<file path="config.mk">
export PLATFORM = sky130hd
export DESIGN_NAME = bts_ctrl
export DESIGN_NICKNAME = d
export VERILOG_FILES = /design/src/hdl/bts_pkg.sv /design/src/hdl/bts_ctrl.sv
export SDC_FILE = /design/constraint.sdc
export NUM_CORES = 1
export LEC_CHECK = 0
export BUFFER_PORTS_ARGS = -buffer_cell sky130_fd_sc_hd__buf_2
export CAP_MARGIN = 40
export CORE_AREA = 2 2 39 41
export CTS_BUF_LIST = sky130_fd_sc_hd__clkbuf_4 sky130_fd_sc_hd__clkbuf_8
export CTS_CLUSTER_DIAMETER = 50
export DETAILED_ROUTE_END_ITERATION = 8
export DIE_AREA = 0 0 41 43
export PLACE_DENSITY = 0.55
export SYNTH_ARGS = -nofsm -noshare
export SYNTH_HDL_FRONTEND = slang
export SYNTH_SLANG_ARGS = --single-unit
</file>
<file path="constraint.sdc">
create_clock -name clk -period 1.5 [get_ports clk]
set_input_delay 0.15 -clock clk [delete_from_list [all_inputs] [get_ports clk]]
set_output_delay 0.15 -clock clk [all_outputs]
set_load 0.005 [all_outputs]
</file>
<file path="src/hdl/bts_pkg.sv">
// ----------------------------------------------------------------------------
// Bilinear texture sampler package
// Shared types and constants for controller and datapath.
// ----------------------------------------------------------------------------
package bts_pkg;

  localparam logic OP_WRITE  = 1'b0;
  localparam logic OP_SAMPLE = 1'b1;

  localparam logic CFG_WIDTH  = 1'b0;
  localparam logic CFG_HEIGHT = 1'b1;

  typedef struct packed {
    logic write_texel;
    logic setup;
    logic read_en;
    logic [1:0] read_sel;
    logic capture;
    logic blend_x;
    logic blend_y;
    logic done;
  } ctrl_t;

endpackage

</file>
<file path="src/hdl/bts_ctrl.sv">
// ----------------------------------------------------------------------------
// Bilinear texture sampler controller
// Sequences texel writes, four neighbor reads, and the blend steps.
// ----------------------------------------------------------------------------
module bts_ctrl (
  input  logic          clk,
  input  logic          rst,
  input  logic          start,
  input  logic          op,
  output logic          busy,
  output bts_pkg::ctrl_t ctrl
);

  localparam logic [3:0] S_IDLE  = 4'd0;
  localparam logic [3:0] S_SETUP = 4'd1;
  localparam logic [3:0] S_RD0   = 4'd2;
  localparam logic [3:0] S_RD1   = 4'd3;
  localparam logic [3:0] S_RD2   = 4'd4;
  localparam logic [3:0] S_RD3   = 4'd5;
  localparam logic [3:0] S_CAP   = 4'd6;
  localparam logic [3:0] S_BX    = 4'd7;
  localparam logic [3:0] S_BY    = 4'd8;
  localparam logic [3:0] S_DONE  = 4'd9;

  logic [3:0] state;
  logic [3:0] state_next;

  always_comb begin
    state_next = state;
    ctrl = '0;
    case (state)
      S_IDLE: begin
        if (start) begin
          if (op == bts_pkg::OP_SAMPLE) begin
            ctrl.setup = 1'b1;
            state_next = S_SETUP;
          end else begin
            ctrl.write_texel = 1'b1;
          end
        end
      end
      S_SETUP: begin
        ctrl.read_en = 1'b1;
        ctrl.read_sel = 2'd0;
        state_next = S_RD0;
      end
      S_RD0: begin
        ctrl.read_en = 1'b1;
        ctrl.read_sel = 2'd1;
        ctrl.capture = 1'b1;
        state_next = S_RD1;
      end
      S_RD1: begin
        ctrl.read_en = 1'b1;
        ctrl.read_sel = 2'd2;
        ctrl.capture = 1'b1;
        state_next = S_RD2;
      end
      S_RD2: begin
        ctrl.read_en = 1'b1;
        ctrl.read_sel = 2'd3;
        ctrl.capture = 1'b1;
        state_next = S_RD3;
      end
      S_RD3: begin
        ctrl.capture = 1'b1;
        state_next = S_CAP;
      end
      S_CAP: begin
        ctrl.blend_x = 1'b1;
        state_next = S_BX;
      end
      S_BX: begin
        ctrl.blend_y = 1'b1;
        state_next = S_BY;
      end
      S_BY: begin
        ctrl.done = 1'b1;
        state_next = S_DONE;
      end
      S_DONE: begin
        state_next = S_IDLE;
      end
      default: state_next = S_IDLE;
    endcase
  end

  always_ff @(posedge clk) begin
    if (rst) begin
      state <= S_IDLE;
    end else begin
      state <= state_next;
    end
  end

  assign busy = (state != S_IDLE);

`ifndef SYNTH
  a_write_stays_idle: assert property (@(posedge clk) disable iff (rst)
    ctrl.write_texel |=> state == S_IDLE)
    else $error("write left idle");
  a_setup_reads: assert property (@(posedge clk) disable iff (rst)
    ctrl.setup |=> ctrl.read_en && ctrl.read_sel == 2'd0)
    else $error("setup not followed by read");
  a_done_after_blend: assert property (@(posedge clk) disable iff (rst)
    ctrl.blend_y |=> ctrl.done)
    else $error("blend not followed by done");
`endif

endmodule

</file>
== Yosys cells after proc, flatten, opt, wreduce, memory -nomap -nowiden ==
Cells that the tools add are included.

* Equal/unequal tests: 10
* Multiplexer cells: 12
* Reductions and logical operators: 4

{| class="wikitable"
|+ Operators by type and width
! kind !! number
|-
| $pmux W4 S9 || 1
|-
| $eq A4 B3 Y1 const B || 4
|-
| $pmux W3 S4 || 1
|-
| $eq A4 B2 Y1 const B || 2
|-
| $mux W4 || 2
|-
| $mux W1 || 6
|-
| $eq A4 B1 Y1 const B || 1
|-
| $eq A4 B4 Y1 const B || 1
|-
| $logic_not A4 Y1 || 1
|-
| $mux W2 || 2
|-
| $ne A2 B2 Y1 const B || 2
|-
| $reduce_bool A4 Y1 || 1
|-
| $reduce_or A4 Y1 || 1
|-
| $reduce_and A2 Y1 || 1
|}

* Register bits after elaboration: 4
* Input port bits: 4
* Output and inout port bits: 10
* Logic and storage cells: 27

== Logic depth before layout (Yosys ltp) ==
Gate-level depths: netlist of the first run.

* Depth in word-level cells: 3
* Gate-level depth with buffers: 3

== Worst setup path after synthesis of the first run ==
OpenSTA, ideal clock, no wires.

* Kind: reg2out
* Start: register state[2]
* End: output port busy
* Arrival time: 0.976 ns
* Path slack: 0.374 ns
* Stages on the path, launching flop included: 3
* Cell sequence: dfxtp_1 -> buf_4 -> or4_1

* Cells in the longest elaborated chain, start to end: 1

{| class="wikitable"
|+ RTL lines
! element !! RTL line !! RTL
|-
| start, declared || bts_ctrl.sv:25 || <nowiki>logic [3:0] state;</nowiki>
|-
| start signal, assigned || bts_ctrl.sv:92 || <nowiki>state <= state_next;</nowiki>
|-
| $reduce_bool A4 Y1 || bts_ctrl.sv:96 || <nowiki>assign busy = (state != S_IDLE);</nowiki>
|-
| end, declared || bts_ctrl.sv:10 || <nowiki>output logic busy,</nowiki>
|}

No other way between the ends.

==> impl_results.md, run 1 <==
- Congestion Overflow GR: 0
- Slew @ Worst Pin: 403 ps
- Number of buffers created by CTS: 3
- Fin crit share: 96.4%
- Syn Area/Cell: 8.76 um^2
- Placer Congestion: 0.723
- First-pass GRT wire length: 1020 um
- Pre-Repair DR Iteration Count: 3
- Setup slack, reg-to-reg: 340 ps
- WL per Instance: 10.8 um
- DRC: 0
- Status: complete, no violations
- Clock transition at path regs: 40 ps
- Synthesized flop and latch total: 4
- Seq/Total Area, Yosys: 26.9%
- CP Capture Type: primary output
- Synth Net Count: 38
- Top post-synthesis cells by area: dfxtp_1, nor3_1, xnor2_1
- Worst Reg2Reg Path Length in Cells: 3
- Die Area: 0.00176 mm^2
- PD cells: 836 mW/mm^2
- Post-synthesis mux area share: 0%
- Most frequent cells after synthesis: dfxtp_1, nor3_1
- Simple-Gate Fraction of Synth Area: 38.7%
- Overall global routing resource usage: 9.32%
- RSZ-0062 raised after global routing: false
- Clock power share: 37.6%
- Largest family of logic cells by synthesized area: simple AND/OR/NAND/NOR gates
- Worst hold slack: 116 ps
- Synthesized cell area: 298 um^2
- CP max FO: 11
- Area grow syn2layout: 43.7%
- Fill count: 157
- Required @ worst endpoint: 1350 ps
- Final hold violation count: 0
- CP arrival: 1300 ps
- CP Launch Type: register
- Clock skew: 4.30 ps
- P_sw: 0.103 mW
- Initial antenna violation count: 0
- # hold bufs at CTS: 0
- Vias per cell: 4.63
- Core area: 0.00138 mm^2
- Post-synthesis instance total: 34
- Worst r2r src: state[1]$_SDFFE_PP0P_
- Synth Area in Compound Gates: 17.6%
- Htree depth: 1
- Setup violators final: 0
- Dominant synthesized flop cell: dfxtp_1
- Area leader, netlist: dfxtp_1
- R2R Path End: state[0]$_SDFFE_PP0P_
- Die height: 43 um
- Final net count: 57
- Max-slew violations: 0
- Clock Sink Count: 4
- Yosys warns: 0
- Hold path start: rst
- Ant diodes: 0
- Final TNS setup: 0 ps
- Worst Hold Class: input port to register
- Num ports: 14
- Hold Path Sink: state[3]$_SDFFE_PP0P_
- Skew-Pair Late Insertion Delay: 230 ps
- IO buf count: 13
- Share of cells above drive strength 1: 54.9%
- Iter 0 DRT Violations: 2
- Largest net degree at the start of global routing: 13
- Tot Pwr: 0.358 mW
- DPL Wire Length: 491 um
- CP Class: register to primary output
- Post-synthesis async set-or-reset flop share: 0%
- Rows: 14
- CTS tree: yes
- Max transition margin: 72.5%
- Die width: 41 um
- Post-Synth XOR/XNOR Area: 5.88%
- Sw Ratio: 28.7%
- Synth unique cells: 24
- Detailed Route WL: 725 um
- Top Registers: state x4
- Fmax: 0.691 GHz
- Final ANT Viol Nets: 0
- Root buf cell: clkbuf_4
- Peak supply drop: 0.264 mV
- Adder-Cell Fraction of Synth Area: 0%
- EDFF count, synth: 0
- Sequential power share: 37.2%
- Final Util: 30.9%
- Max reg flops: 4
- P_int: 0.255 mW
- Starting Density: 21.5%
- Max Cap Viol: 0
- Leakage: 0.213 nW
- Biggest register: state
- Vias: 310
- Synth top area share: 26.9%
- Gate power share: 25.1%
- CTS Buffer Depth: 2
- Final min period: 1450 ps
- Hold Path Depth: 2
- Number of global-route vias before repair: 256
-- critical path: stages (launching register included) --
cell and delay [ps]:
dfxtp_4 370, or4b_4 530, inv_1 60, buf_2 100
-- stage by stage --
step | setup WS, ps | area [um^2] | instances
after detailed placement | 201 | 373 | 61
final | 53.6 | 428 | 67
after floorplan | 374 | 298 | 34
after CTS | 15.0 | 399 | 64
after global routing | 2.15 | 428 | 67
after global placement | 194 | 373 | 61
-- cells by family after synthesis --
family	count (synthesis)
simple gates	15
buf+inv	6
compound gates	7
flops	4
xor+xnor	2
-- layout make-up --
type / instances / area (um^2) / share of cell area [%]
Inverter: 2 / 7.51 / 1.75
Clock buffer: 3 / 22.5 / 5.26
Timing Repair Buffer: 18 / 103 / 24.0
Multi-Input combinational cell: 24 / 185 / 43.3
Sequential cell: 4 / 90.1 / 21.1
Tap cell: 16 / 20.0 / 4.68
-- cell usage in the layout, fill, tap and decap left out --
master and instances:
buf_2 13, buf_4 5, nor3_1 4, clkbuf_4 3, inv_1 2, xnor2_1 2
dfxtp_4 2, dfxtp_2 2, nand4b_1 1, or4b_4 1, nand2_1 1, or3b_1 1
nand3b_1 1, a21oi_1 1, nor3_2 1, o21a_1 1, or4_1 1, and4b_1 1
and4bb_1 1, nor2_1 1, a21oi_2 1, a2111oi_0 1, o21ai_0 1, nor4b_1 1
a21bo_1 1, a211oi_1 1
-- power by group through the flow --
stage	logic [mW]	clock network [mW]	registers (mW)
after global placement	0.0828	0	0.135
after CTS	0.0829	0.144	0.135
final	0.0900	0.135	0.133
after global routing	0.0994	0.154	0.134
after detailed placement	0.0822	0	0.136
after floorplan	0.0631	0	0.120
-- worst max-delay path by stage --
stage,from,end,depth (start not counted)
6_report,state[0]$_SDFFE_PP0P_,ctrl[0],3
2_1_floorplan,state[2]$_SDFFE_PP0P_,busy,2
3_5_place_dp,state[2]$_SDFFE_PP0P_,ctrl[0],3
4_1_cts,state[2]$_SDFFE_PP0P_,ctrl[0],3
5_1_grt,state[0]$_SDFFE_PP0P_,ctrl[0],3
3_3_place_gp,state[2]$_SDFFE_PP0P_,ctrl[5],3
-- what timing repair did --
item / in CTS / in global routing
gates resized for setup: 3 / 3
endpoints found under the hold margin: 0 / 0
setup endpoints to repair: 3 / 5
buffers inserted: 0 / 3
gates cloned: 0 / 0
-- metal layers --
metal / wire, um / global-route usage [%] / vias to the layer above
li1: - / - / 162
met3: 20 / 1.57 / 0
met1: 364 / 10.9 / 141
met2: 339 / 11.9 / 7
met5: 0 / 0 / -
met4: 0 / 12.0 / 0
No activity file was read; power rests on OpenSTA's default activity.
==> run 2: changes to the inputs <==
Settings changed: CELL_PAD_IN_SITES_DETAIL_PLACEMENT set to 1, CELL_PAD_IN_SITES_GLOBAL_PLACEMENT set to 1, PLACE_DENSITY 0.55 to 0.69.
==> run 2 against run 1 <==
  * Die area stayed put
  * Routed wire length is 6.3% higher
  * Sequential share of layout area is 0.27 points lower
  * Combinational power is 2.2% lower
  * Critical path depth stayed put
  * Setup slack worse by 2.9 ps
  * Clock skew is 3.6 ps higher
  * Core utilization is 0.90 points lower
  * Sequential power hardly changed
  * Critical endpoint unchanged
==> impl_results.md, run 2 (synthesis gave the netlist of run 1 again) <==
- Placer Congestion: 0.726
- Most frequent cells in the layout: buf_2, nor3_1, clkbuf_4, buf_4
- Max-slew violations: 0
- Crit path buf inv count: 2
- Slew @ Worst Pin: 430 ps
- Vias: 314
- CTS tree: yes
- Die width: 41 um
- Area grow syn2layout: 39.5%
- Final hold violation count: 0
- Skew-Pair Late Insertion Delay: 240 ps
- Root buf cell: clkbuf_4
- Finished Layout Cells: 65
- CP Cell Sequence: or4b_4 > inv_2 > buf_2
- Congestion Overflow GR: 0
- Sequential power share: 37.4%
- Fin crit share: 96.6%
- CTS Buffer Depth: 2
- CP max FO: 13
- Max reg flops: 4
- Final Util: 30.0%
- Sw Ratio: 30.1%
- Post-DP Area: 380 um^2
- Clock Sink Count: 4
- Htree depth: 1
- Max Cap Viol: 0
- Die height: 43 um
- Final non-filler cell area: 415 um^2
- Initial antenna violation count: 0
- R2R Path End: state[3]$_SDFFE_PP0P_
- Final ANT Viol Nets: 0
- Starting Density: 21.5%
- Delay-heaviest family, CP: simple AND/OR/NAND/NOR gates
- First-pass GRT wire length: 1150 um
- Worst Reg2Reg Path Length in Cells: 2
- Peak supply drop: 0.371 mV
- Clock skew: 7.89 ps
- Hold path start: rst
- Share of cells above drive strength 1: 53.1%
- P_int: 0.255 mW
- Largest net degree at the start of global routing: 14
- CP Launch Type: register
- Required @ worst endpoint: 1350 ps
- Worst hold slack: 119 ps
- Postcts setup bufs: 0
- Vias per cell: 4.83
- Pre-CTS setup slack: 205 ps
- Gate power share: 24.1%
- Clock power share: 38.5%
- Core area: 0.00138 mm^2
- Num ports: 14
- CP Capture Type: primary output
- Most common cell after layout, fill and taps aside: buf_2
- IO buf count: 13
- WL per Instance: 11.9 um
- Leakage: 0.202 nW
- Number of buffers created by CTS: 3
- Slowest stage cell on the critical path: or4b_4
- Fill count: 175
- Rows: 14
- RSZ-0062 raised after global routing: true
- Fmax: 0.690 GHz
- Status: complete, no violations
- Final WS setup: 50.7 ps
- Number of global-route vias before repair: 284
- Worst r2r src: state[1]$_SDFFE_PP0P_
- Pre-Repair DR Iteration Count: 2
- Biggest register: state
- PD cells: 878 mW/mm^2
- CP Class: register to primary output
- Hold Path Sink: state[3]$_SDFFE_PP0P_
- Worst Hold Class: input port to register
- DRC: 0
- Max transition margin: 70.6%
- Slowest stage delay, CP: 510 ps
- CP arrival: 1300 ps
- Die Area: 0.00176 mm^2
- Clock transition at path regs: 40 ps
- Top Registers: state x4
- Final net count: 55
- Setup slack, reg-to-reg: 380 ps
- Setup violators final: 0
- P_sw: 0.110 mW
- Iter 0 DRT Violations: 2
- Placed cell count: 62
- Overall global routing resource usage: 9.84%
- Hold Path Depth: 2
- Final min period: 1450 ps
- DPL Wire Length: 549 um
- Ant diodes: 0
- Detailed Route WL: 771 um
-- run 2: worst max path at each step --
stage / cells past startpoint / end / slack, ps / start
2_1_floorplan: 2 / busy / 370 / state[2]$_SDFFE_PP0P_
3_3_place_gp: 3 / ctrl[0] / 240 / state[1]$_SDFFE_PP0P_
3_5_place_dp: 3 / ctrl[0] / 200 / state[1]$_SDFFE_PP0P_
4_1_cts: 3 / ctrl[0] / 30 / state[1]$_SDFFE_PP0P_
5_1_grt: 3 / ctrl[0] / -4 / state[1]$_SDFFE_PP0P_
6_report: 3 / ctrl[0] / 50 / state[1]$_SDFFE_PP0P_
-- run 2: cell type report --
cell class / instances / area, um^2 / area share (%)
flip-flops and latches: 4 / 86.3 / 20.8
multi-input cells: 24 / 191 / 46.1
inverters: 2 / 7.51 / 1.81
well taps: 16 / 20.0 / 4.82
clock buffers: 3 / 22.5 / 5.42
repair buffers: 16 / 87.6 / 21.1
-- run 2: per-stage QoR --
stage,total power [mW],TNS [ps]
final,0.365,0
after global routing,0.388,-3.61
after CTS,0.366,0
after detailed placement,0.220,0
after global placement,0.218,0
after floorplan,0.183,0
-- run 2: power groups by stage --
| stage | registers [mW] | clock network, mW | logic, mW |
|---|---|---|---|
| 6_report | 0.136 | 0.140 | 0.0880 |
| 2_1_floorplan | 0.120 | 0 | 0.0631 |
| 3_3_place_gp | 0.133 | 0 | 0.0851 |
| 5_1_grt | 0.138 | 0.153 | 0.0974 |
| 3_5_place_dp | 0.134 | 0 | 0.0857 |
| 4_1_cts | 0.133 | 0.146 | 0.0868 |
-- run 2: layer usage --
metal / GRT usage [%] / wire length [um]
met2: 12.2 / 364
met4: 10.0 / 19
met5: 0 / 0
met3: 1.57 / 32
met1: 13.2 / 354
-- run 2: worst reg2reg max path, delay by kind of cell, from the launching register on --
family | cells | cell delay [ps]
flip-flops | 1 | 390
AO/OA/AOI/OAI | 1 | 140
AND/OR/NAND/NOR | 1 | 510
-- run 2: timing repair --
| action | CTS | global route |
|---|---|---|
| gates resized for setup | 2 | 4 |
| endpoints found under the setup margin | 2 | 3 |
| hold buffers | 0 | 0 |
